## src/sv/ulw_pkg.sv

```systemverilog
// Shared types, constants and calendar functions for the UTC to local date block.
package ulw_pkg;

    localparam logic [13:0] YEAR_MIN   = 14'd1;
    localparam logic [13:0] YEAR_MAX   = 14'd9999;
    localparam logic [3:0]  MONTH_JAN  = 4'd1;
    localparam logic [3:0]  MONTH_FEB  = 4'd2;
    localparam logic [3:0]  MONTH_DEC  = 4'd12;
    localparam logic [4:0]  DAY_FIRST  = 5'd1;
    localparam logic [4:0]  DAY_LAST   = 5'd31;
    localparam logic [4:0]  HOUR_MAX   = 5'd23;
    localparam logic [5:0]  HOURS_DAY  = 6'd24;
    localparam logic [4:0]  ZONE_OFFSET_RESET = 5'd8;

    // Register word index decoded from paddr[2]
    localparam logic REG_ZONE_OFFSET = 1'b0;

    // floor(y / 100) as (y * 5243) >> 19, exact for y below 43699
    localparam logic [12:0] DIV100_RECIP = 13'd5243;
    localparam int          DIV100_SHIFT = 19;

    localparam logic [4:0] MONTH_LEN [12] = '{
        5'd31, 5'd28, 5'd31, 5'd30, 5'd31, 5'd30,
        5'd31, 5'd31, 5'd30, 5'd31, 5'd30, 5'd31
    };

    typedef struct packed {
        logic [13:0] year;
        logic [3:0]  month;
        logic [4:0]  day;
        logic [4:0]  hour;
    } date_t;

    // One pipeline stage: valid flag plus date payload
    typedef struct packed {
        logic  valid;
        date_t date;
    } stage_t;

    function automatic logic [6:0] div100(input logic [13:0] y);
        logic [26:0] prod;
        prod = 27'(y) * 27'(DIV100_RECIP);
        return prod[DIV100_SHIFT +: 7];
    endfunction

    // Gregorian leap rule
    function automatic logic is_leap(input logic [13:0] y);
        logic [6:0] q;
        logic       by100;
        q     = div100(y);
        by100 = ((14'(q) * 14'd100) == y);
        return ((y[1:0] == 2'b00) && !by100) || (by100 && (q[1:0] == 2'b00));
    endfunction

    // Month length, m in 1..12
    function automatic logic [4:0] days_in(input logic [13:0] y, input logic [3:0] m);
        logic [4:0] n;
        n = MONTH_LEN[4'(m - 4'd1)];
        if (m == MONTH_FEB && is_leap(y))
        begin
            n = 5'd29;
        end
        return n;
    endfunction

endpackage

```

## src/sv/utc_to_local_date_weekday_top.sv

```systemverilog
// Top level: UTC date/hour to local date, hour and weekday, with APB offset register.
//
//  Channel   | Signals                                       | Transfer
//  ----------+-----------------------------------------------+---------------------------
//  command   | start, busy, utc_year/month/day/hour          | start && !busy at clk edge
//  result    | done, local_year/month/day/hour, weekday      | done, one cycle, no stall
//  config    | psel, penable, pwrite, paddr, pwdata, prdata  | APB access, pready tied 1
//
// One transaction per cycle; each result passes through the input register, the date
// stage register and the weekday/output register in turn. busy is never asserted.
// Reset clears the valid pipeline and loads the zone offset with 8.
// The receiver cannot stall; each result strobe lasts one cycle.
module utc_to_local_date_weekday_top
    import ulw_pkg::*;
(
    input  logic        clk,
    input  logic        rst_n,
    input  logic        start,
    output logic        busy,
    input  logic [13:0] utc_year,
    input  logic [3:0]  utc_month,
    input  logic [4:0]  utc_day,
    input  logic [4:0]  utc_hour,
    output logic        done,
    output logic [13:0] local_year,
    output logic [3:0]  local_month,
    output logic [4:0]  local_day,
    output logic [4:0]  local_hour,
    output logic [2:0]  weekday,
    input  logic        psel,
    input  logic        penable,
    input  logic        pwrite,
    input  logic [2:0]  paddr,
    input  logic [31:0] pwdata,
    output logic [31:0] prdata,
    output logic        pready
);

    logic       cfg_write;
    logic [4:0] zone_offset_reg;
    stage_t     in_stage_reg;
    stage_t     date_stage;
    stage_t     out_stage;

    assign busy   = 1'b0;
    assign pready = 1'b1;

    // Configuration register
    assign cfg_write = psel && penable && pwrite && pready;

    always_ff @(posedge clk or negedge rst_n)
    begin
        if (!rst_n)
        begin
            zone_offset_reg <= ZONE_OFFSET_RESET;
        end
        else if (cfg_write && (paddr[2] == REG_ZONE_OFFSET))
        begin
            zone_offset_reg <= pwdata[4:0];
        end
    end

    assign prdata = (paddr[2] == REG_ZONE_OFFSET) ? {27'd0, zone_offset_reg} : 32'd0;

    // Input register
    always_ff @(posedge clk or negedge rst_n)
    begin
        if (!rst_n)
        begin
            in_stage_reg <= '0;
        end
        else
        begin
            in_stage_reg.valid <= start && !busy;
            in_stage_reg.date  <= '{year: utc_year, month: utc_month, day: utc_day,
                                    hour: utc_hour};
        end
    end

    ulw_date u_date (
        .clk         (clk),
        .rst_n       (rst_n),
        .in_stage    (in_stage_reg),
        .zone_offset (zone_offset_reg),
        .out_stage   (date_stage)
    );

    ulw_weekday u_weekday (
        .clk       (clk),
        .rst_n     (rst_n),
        .in_stage  (date_stage),
        .out_stage (out_stage),
        .weekday   (weekday)
    );

    assign done        = out_stage.valid;
    assign local_year  = out_stage.date.year;
    assign local_month = out_stage.date.month;
    assign local_day   = out_stage.date.day;
    assign local_hour  = out_stage.date.hour;

endmodule

```

## src/sv/ulw_date.sv

```systemverilog
// Date stage: input clamping, zone offset add and day/month/year rollover.
module ulw_date
    import ulw_pkg::*;
(
    input  logic       clk,
    input  logic       rst_n,
    input  stage_t     in_stage,
    input  logic [4:0] zone_offset,
    output stage_t     out_stage
);

    logic [4:0]  off;
    logic [4:0]  h;
    logic [13:0] y;
    logic [3:0]  m;
    logic [4:0]  d;
    logic [4:0]  lim;
    logic [5:0]  hsum;
    logic        carry;
    date_t       date_next;
    stage_t      stage_reg;

    // Clamp fields into legal ranges
    always_comb
    begin
        off = (zone_offset > HOUR_MAX) ? HOUR_MAX : zone_offset;
        h   = (in_stage.date.hour > HOUR_MAX) ? HOUR_MAX : in_stage.date.hour;
        y   = in_stage.date.year;
        if (y < YEAR_MIN)
        begin
            y = YEAR_MIN;
        end
        else if (y > YEAR_MAX)
        begin
            y = YEAR_MAX;
        end
        m = in_stage.date.month;
        if (m < MONTH_JAN)
        begin
            m = MONTH_JAN;
        end
        else if (m > MONTH_DEC)
        begin
            m = MONTH_DEC;
        end
        lim = days_in(y, m);
        d   = in_stage.date.day;
        if (d < DAY_FIRST)
        begin
            d = DAY_FIRST;
        end
        else if (d > lim)
        begin
            d = lim;
        end
    end

    // Hour add and carry chain into day, month, year
    always_comb
    begin
        hsum  = {1'b0, h} + {1'b0, off};
        carry = (hsum >= HOURS_DAY);
        date_next.year  = y;
        date_next.month = m;
        date_next.day   = d;
        date_next.hour  = carry ? 5'(hsum - HOURS_DAY) : hsum[4:0];
        if (carry)
        begin
            if (d != lim)
            begin
                date_next.day = d + 5'd1;
            end
            else if (m != MONTH_DEC)
            begin
                date_next.day   = DAY_FIRST;
                date_next.month = m + 4'd1;
            end
            else if (y != YEAR_MAX)
            begin
                date_next.day   = DAY_FIRST;
                date_next.month = MONTH_JAN;
                date_next.year  = y + 14'd1;
            end
            else
            begin
                // last representable day: hold date
                date_next.day   = DAY_LAST;
                date_next.month = MONTH_DEC;
                date_next.year  = YEAR_MAX;
            end
        end
    end

    // Stage register
    always_ff @(posedge clk or negedge rst_n)
    begin
        if (!rst_n)
        begin
            stage_reg <= '0;
        end
        else
        begin
            stage_reg.valid <= in_stage.valid;
            stage_reg.date  <= date_next;
        end
    end

    assign out_stage = stage_reg;

endmodule

```

## src/sv/ulw_weekday.sv

```systemverilog
// Weekday stage: Zeller-style sum and mod-7 fold, registered with the date.
module ulw_weekday
    import ulw_pkg::*;
(
    input  logic       clk,
    input  logic       rst_n,
    input  stage_t     in_stage,
    output stage_t     out_stage,
    output logic [2:0] weekday
);

    // floor(3 * (m + 1) / 5) for m in 3..14
    function automatic logic [3:0] month_term(input logic [3:0] m);
        logic [3:0] t;
        case (m)
            4'd3:    t = 4'd2;
            4'd4:    t = 4'd3;
            4'd5:    t = 4'd3;
            4'd6:    t = 4'd4;
            4'd7:    t = 4'd4;
            4'd8:    t = 4'd5;
            4'd9:    t = 4'd6;
            4'd10:   t = 4'd6;
            4'd11:   t = 4'd7;
            4'd12:   t = 4'd7;
            4'd13:   t = 4'd8;
            4'd14:   t = 4'd9;
            default: t = 4'd0;
        endcase
        return t;
    endfunction

    logic        shift_year;
    logic [3:0]  mz;
    logic [13:0] yz;
    logic [6:0]  q;
    logic [14:0] zsum;
    logic [5:0]  fold1;
    logic [3:0]  fold2;
    logic [3:0]  fold3;
    logic [2:0]  wd0;
    stage_t      stage_reg;
    logic [2:0]  weekday_reg;

    // Jan/Feb count as months 13/14 of the previous year
    always_comb
    begin
        shift_year = (in_stage.date.month <= MONTH_FEB);
        mz = shift_year ? in_stage.date.month + 4'd12 : in_stage.date.month;
        yz = shift_year ? in_stage.date.year - 14'd1 : in_stage.date.year;
        q  = div100(yz);
    end

    // Sum, then fold mod 7 using 8 == 1 (mod 7); result 0 is Monday
    always_comb
    begin
        zsum = 15'(in_stage.date.day) + 15'({mz, 1'b0}) + 15'(month_term(mz))
             + 15'(yz) + 15'(yz >> 2) - 15'(q) + 15'(q >> 2);
        fold1 = 6'(zsum[2:0]) + 6'(zsum[5:3]) + 6'(zsum[8:6])
              + 6'(zsum[11:9]) + 6'(zsum[14:12]);
        fold2 = 4'(fold1[5:3]) + 4'(fold1[2:0]);
        fold3 = 4'(fold2[3]) + 4'(fold2[2:0]);
        wd0   = (fold3 >= 4'd7) ? 3'(fold3 - 4'd7) : fold3[2:0];
    end

    // Output register
    always_ff @(posedge clk or negedge rst_n)
    begin
        if (!rst_n)
        begin
            stage_reg   <= '0;
            weekday_reg <= '0;
        end
        else
        begin
            stage_reg.valid <= in_stage.valid;
            stage_reg.date  <= in_stage.date;
            weekday_reg     <= wd0 + 3'd1;
        end
    end

    assign out_stage = stage_reg;
    assign weekday   = weekday_reg;

endmodule

```

## config.mk

```make
export PLATFORM = sky130hd
export DESIGN_NAME = utc_to_local_date_weekday_top
export DESIGN_NICKNAME = d
export VERILOG_FILES = /design/src/sv/ulw_pkg.sv /design/src/sv/utc_to_local_date_weekday_top.sv /design/src/sv/ulw_date.sv /design/src/sv/ulw_weekday.sv
export SDC_FILE = /design/constraint.sdc
export NUM_CORES = 1
export LEC_CHECK = 0
export ABC_AREA = 1
export BUFFER_PORTS_ARGS = -buffer_cell sky130_fd_sc_hd__buf_2
export CORE_ASPECT_RATIO = 1.25
export CORE_MARGIN = 2
export CORE_UTILIZATION = 45
export CTS_CLUSTER_DIAMETER = 150
export DETAILED_ROUTE_END_ITERATION = 8
export PLACE_DENSITY = 0.72
export SETUP_SLACK_MARGIN = 0.02
export SLEW_MARGIN = 10
export SYNTH_ARGS = -nofsm -noshare
export SYNTH_HDL_FRONTEND = slang
export SYNTH_SLANG_ARGS = --single-unit
```

## constraint.sdc

```tcl
create_clock -name clk -period 14.5 [get_ports clk]
set_clock_uncertainty 0.05 [all_clocks]
set_input_delay 2.9 -clock clk [delete_from_list [all_inputs] [get_ports clk]]
set_output_delay 2.9 -clock clk [all_outputs]
set_load 0.005 [all_outputs]
```

### Word-level counts from Yosys, hierarchy flattened

Memories as Yosys holds them, arrays and structs flattened.
Cells that the tools add are included.

| word-level totals | value |
|---|---|
| output and inout bits | 66 |
| logic and storage cells | 95 |
| memories | 2 |
| ROM bits | 144 |
| bits in registers | 95 |
| input bits | 69 |

Memories:

| name | depth | bits a word | rd ports | clocked after Yosys merged registers in | wr ports | RTL line | RTL |
|---|---|---|---|---|---|---|---|
| (no name shown) | 16 | 5 | 1 | 0 | 0 | ulw_pkg.sv:58 | `n = MONTH_LEN[4'(m - 4'd1)];` |
| (no name shown) | 16 | 4 | 1 | 0 | 0 | ulw_weekday.sv:15 | `case (m)` |

| operators by class | value |
|---|---|
| add/sub/neg operators | 22 |
| eq/ne operators | 5 |
| multiplexer cells | 22 |
| multiply operators | 3 |
| reduce and logical (&&, ||, !) cells | 10 |
| bitwise logic cells | 2 |
| $lt $le $gt $ge | 12 |

Operators by type and width:

| operator | count |
|---|---|
| $mux W14 | 4 |
| $mul A14 B13 Y26 const B | 2 |
| $mux W5 | 10 |
| $mux W23 | 2 |
| $add A6 B3 Y6 | 3 |
| $mux W18 | 1 |
| $add A15 B12 Y15 | 1 |
| $add A15 B14 Y15 | 1 |
| $add A15 B4 Y15 | 1 |
| $add A15 B5 Y15 | 1 |
| $sub A15 B7 Y15 | 1 |
| $add A14 B1 Y14 const B | 1 |
| $eq A14 B14 Y1 | 1 |
| $gt A14 B14 Y1 const B | 1 |
| $lt A14 B1 Y1 const B | 1 |
| $ne A14 B14 Y1 const B | 1 |
| $sub A14 B1 Y14 const B | 1 |
| $add A5 B5 Y6 | 2 |
| $mul A7 B5 Y12 const B | 1 |
| $mux W4 | 3 |
| $gt A5 B5 Y1 const B | 2 |
| $mux W9 | 1 |
| $add A3 B3 Y4 | 2 |
| $ge A6 B5 Y1 const B | 1 |
| 25 further kinds | 31 |

### Logic depth before layout (Yosys ltp)

| depth | value |
|---|---|
| word-level depth | 17 |
| gate-level depth with buffers | 68 |

### Modules after synthesis

From an unflattened synthesis, not the netlist that was laid out.

| second synthesis, totals | value |
|---|---|
| cells, all modules | 1,829 |
| area total of the unflattened synthesis | 15,153.3 um^2 |

Modules (own cells, without submodules):

| module | area an instance (um^2) | instances | cells each | sequential area each (um^2) |
|---|---|---|---|---|
| ulw_weekday | 7,332.0 | 1 | 893 | 800.8 |
| ulw_date | 6,610.1 | 1 | 841 | 725.7 |
| utc_to_local_date_weekday_top | 1,211.2 | 1 | 95 | 852.1 |

### Worst setup path after synthesis

No wires, ideal clock.

| timing | value |
|---|---|
| path type | reg2reg |
| start point | register u_date.stage_reg (netlist bit u_date.out_stage[12]) |
| end point | register u_weekday.weekday_reg[2] (netlist: u_weekday.weekday[2]) |
| period minus slack after synthesis | 12.788 ns |
| required time | 14.326 ns |
| setup time | 0.124 ns |
| cell stages (with the launch flop) | 62 |
| arrival | 12.614 ns |
| slack | 1.712 ns |
| cell sequence | dfrtp_1 -> inv_1 -> ha_1 -> nand2_1 -> nand2_1 -> nand2_1 -> nand3_1 -> nor4_1 -> nand2_1 -> inv_1 -> nand2_1 -> nor2_1 -> xnor2_1 -> inv_1 -> fa_1 -> ha_1 -> fa_1 -> inv_1 -> [... 26 more ...] -> xor2_1 -> fa_1 -> fa_1 -> ha_1 -> fa_1 -> nand2_1 -> a21boi_0 -> ha_1 -> a21oi_1 -> nand2_1 -> ha_1 -> ha_1 -> ha_1 -> nand2_1 -> nand2_1 -> mux2_2 -> ha_1 -> xnor2_1 |

| on the way | value |
|---|---|
| word-level cells in the longest chain between the ends | 17 |
| elaborated cells on any way between the ends | 22 |

Ends and longest elaborated chain:

| item | RTL line | RTL |
|---|---|---|
| from (decl) | ulw_date.sv:21 | `stage_t stage_reg;` |
| $add A4 B4 Y4 or $le A4 B2 Y1 (tied branches) | ulw_weekday.sv:49, ulw_weekday.sv:48 |  |
| $mux W4 | ulw_weekday.sv:49 | `mz = shift_year ? in_stage.date.month + 4'd12 : in_stage.date.month;` |
| $mem_v2 Z16 W4 or $add A5 B5 Y6 (tied branches) | -- |  |
| $add A15 B4 Y15 | ulw_weekday.sv:57 | `zsum = 15'(in_stage.date.day) + 15'({mz, 1'b0}) + 15'(month_term(mz))` |
| $add A15 B14 Y15 | ulw_weekday.sv:58 | `+ 15'(yz) + 15'(yz >> 2) - 15'(q) + 15'(q >> 2);` |
| $add A15 B12 Y15 | ulw_weekday.sv:58 |  |
| $sub A15 B7 Y15 | ulw_weekday.sv:58 |  |
| $add A15 B5 Y15 (*) | ulw_weekday.sv:58 |  |
| $add A3 B3 Y4 | ulw_weekday.sv:59 | `fold1 = 6'(zsum[2:0]) + 6'(zsum[5:3]) + 6'(zsum[8:6])` |
| $add A6 B3 Y6 | ulw_weekday.sv:59 |  |
| $add A6 B3 Y6 | ulw_weekday.sv:60 | `+ 6'(zsum[11:9]) + 6'(zsum[14:12]);` |
| $add A6 B3 Y6 (*) | ulw_weekday.sv:60 |  |
| $add A3 B3 Y4 (*) | ulw_weekday.sv:61 | `fold2 = 4'(fold1[5:3]) + 4'(fold1[2:0]);` |
| $add A1 B3 Y4 (*) | ulw_weekday.sv:62 | `fold3 = 4'(fold2[3]) + 4'(fold2[2:0]);` |
| $ge A4 B3 Y1 or $sub A3 B3 Y3 (tied branches) | ulw_weekday.sv:63 | `wd0 = (fold3 >= 4'd7) ? 3'(fold3 - 4'd7) : fold3[2:0];` |
| $mux W3 (*) | ulw_weekday.sv:63 |  |
| $add A3 B1 Y3 (*) | ulw_weekday.sv:78 | `weekday_reg <= wd0 + 3'd1;` |
| to (signal assigned) | ulw_weekday.sv:78 |  |
| to (decl) | ulw_weekday.sv:43 | `logic [2:0] weekday_reg;` |

Mark *: on every way between the ends. The rest lies on a longest branch, timed or not.
A chain may end at the register's enable or synchronous reset.

### Final worst setup path

| timing | value |
|---|---|
| start point | register u_date.stage_reg (netlist bit u_date.out_stage[13]) |
| end point | register u_weekday.weekday_reg[2] (netlist: u_weekday.weekday[2]) |

The elaborated chain is that of the path after synthesis.

==> impl_metrics.csv <==
group,metric,value,unit
run_status,status,"complete, no violations",
finish,syn2layout_area_growth,8.08,%
drt,firstDrtPassIters,5,
logic_synthesis,synth-seq-area-share,16.4,%
sta,hold_violations,0,
sta,worst_pin_slew,879,ps
critical_path,critPathMaxStageDelay,560,ps
min_path,hold_depth,0,
floorplan,dieArea,0.0338,mm^2
critical_path,r2r_start,"u_date.out_stage[13]",
critical_path,critical_path.top_delay_family,"adder cells",
logic_synthesis,synth_cells,1698,
finish,fillers,3000,
drt,viasPerCell,4.98,
finish,regArea,0.00238,mm^2
critical_path,path_common_cell,"ha_1",
drt,routed_wl,31200,um
floorplan,die_h,205,um
critical_path,start_kind,"flop",
drt,drt-initial-drc-count,476,
min_path,hp-class,"flop to flop",
drt,wl_per_cell,14.2,um
critical_path,critPathMaxFanout,7,
clock_tree,cts_tree,"built",
global_route,grt_pass1_vias,11300,
sta,finalSetupTns,0,ps
drt,vias,10900,
clock_tree,numCtsBuffers,9,
finish,multi_input_comb_area,0.0105,mm^2
min_path,hold_end,"u_weekday.out_stage[28]",
placed_design,dp_slack,90.4,ps
clock_tree,htree_levels,3,
finish,diodes,0,
drt,drc,0,
logic_synthesis,synth_seq_cells,95,
clock_tree,clockBufferDepth,2,
critical_path,critPathCaptureType,"flop",
global_route,grt_max_degree,52,
sta,slew-limit-headroom,40.8,%
sta,finalCritPeriodShare,94.0,%
floorplan,coreArea,0.0318,mm^2
critical_path,crit_type,"flop to flop",
logic_synthesis,syn_avg_cell_area,8.56,um^2
sta,fmax,73.4,MHz
job,cap_violations,0,
finish,post-route-util,49.4,%
critical_path,r2r_cells,60,
logic_synthesis,yosys_warnings,0,
critical_path,r2r_slack,870,ps
clock_tree,cts_hold_buf,0,
finish,nNetsFinal,2303,
global_route,track_usage,19.7,%
logic_synthesis,synth_top_area_share,26.3,%
floorplan,boundaryPins,135,
finish,layout_common_cells,"inv_1 (386), ha_1 (306), nand2_1 (265)",
critical_path,path_buf_inv,8,
clock_tree,root_buffer,"clkbuf_16",
finish,mostFrequentLayoutCell,"inv_1",
global_route,antenna_found_initial,0,
floorplan,row_count,73,
clock_tree,clkSlewWorstSetupHoldPaths,80,ps
placed_design,placed_cell_area,0.0153,mm^2
finish,layout-drive-gt1-share,8.35,%
floorplan,die_w,165,um
placed_design,dp_hpwl,27200,um
global_route,grt_overflow_total,0,
sta,rsz0062_at_grt,"false",
critical_path,worstSetupStartpoint,"u_date.out_stage[13]",
floorplan,start_util,45.7,%
finish,stdcell_area,0.0157,mm^2
logic_synthesis,synth_area_leaders,"ha_1 (26%), fa_1 (20%), dfrtp_1 (16%)",
sta,postLayoutSetupSlackWorst,873,ps
placed_design,io_buffers,76,
critical_path,cp_slowest_cell,"fa_1",
clock_tree,clock_latency,370,ps
critical_path,worstPathArrival,13840,ps
logic_synthesis,yosys.area.top_type,"ha_1",
min_path,min-delay-start,"u_date.out_stage[28]",
drt,ant_nets,0,
clock_tree,cts.sinks,95,
global_route,grt_pass1_wl,52600,um
placed_design,gp_congestion,0.936,
sta,final_max_slew_viol_count,0,
sta,setup_violations,0,
logic_synthesis,syn_area,0.0145,mm^2
logic_synthesis,ys_types,42,
critical_path,r2r-end,"u_weekday.weekday[2]",
critical_path,crit_required,14720,ps
sta,fin_crit,13630,ps
## worst register-to-register path: cells and delay by family (launching register included)
| family | cells | cell delay (ps) |
|---|---|---|
| buf+inv | 8 | 810 |
| fa+ha+maj | 21 | 7670 |
| simple gates | 13 | 1430 |
| mux | 1 | 340 |
| flops | 1 | 380 |
| compound gates | 13 | 1980 |
| xor+xnor | 4 | 850 |
## layout make-up
class	instances	share of cell area, %
clock buffer	9	1.43
clock inverter	7	0.534
inverter	397	9.49
multi-input combinational	1189	67.1
sequential	95	15.2
tap	412	3.28
timing repair buffer	88	3.01
## worst max-delay path by stage
stage,end,depth (start not counted)
after floorplan,u_weekday.weekday[2],61
after global placement,u_weekday.weekday[2],59
after detailed placement,u_weekday.weekday[2],59
after CTS,u_weekday.weekday[2],59
after global routing,u_weekday.weekday[2],65
final,u_weekday.weekday[2],60
## per-layer routing
layer	global-route usage, %	vias to the layer above	wire (um)
li1	-	5403	-
met2	37.6	231	16900
met1	21.8	5227	12300
met5	0	-	0
met4	8.29	0	1110
met3	2.23	70	929
## stage by stage
step / hold slack (ps) / instances
after floorplan: 281 / 1725
after global placement: 282 / 2179
after detailed placement: 286 / 2179
after CTS: 304 / 2195
after global routing: 310 / 2197
final: 302 / 2197
## synth_stat cells, drive strengths merged
library cell,n
a211oi,1
a21boi,3
a21o,8
a21oi,63
a221oi,2
a31oi,3
and3,1
buf,34
clkbuf,10
conb,2
dfrtp,94
dfstp,1
fa,148
ha,306
inv,397
mux2,1
nand2,272
nand3,68
nand3b,1
nand4,14
nor2,90
nor3,9
nor4,7
o211ai,1
o21a,7
o21ai,56
o21bai,10
o311a,1
o31ai,1
or2,10
xnor2,20
xor2,57
## cells by family (layout without fill, tap and decap cells)
group	count (synthesis)	in the layout	synth area share (%)
adder cells (fa/ha/maj)	454	454	46.7
XOR/XNOR	77	77	4.64
other	2	29	0.0517
buffers and inverters	441	501	12.3
flip-flops	95	95	16.4
AO/OA/AOI/OAI	156	156	6.07
AND/OR/NAND/NOR	472	472	13.7
multiplexers	1	1	0.0775
## repair_timing
item,in CTS,in global routing
setup endpoints to repair,0,3
buffers inserted,0,2
resized for setup,0,17
Power is left out: the tool's default activity adds up to more than one toggle a clock period on the data nets, which glitch-free logic cannot reach.
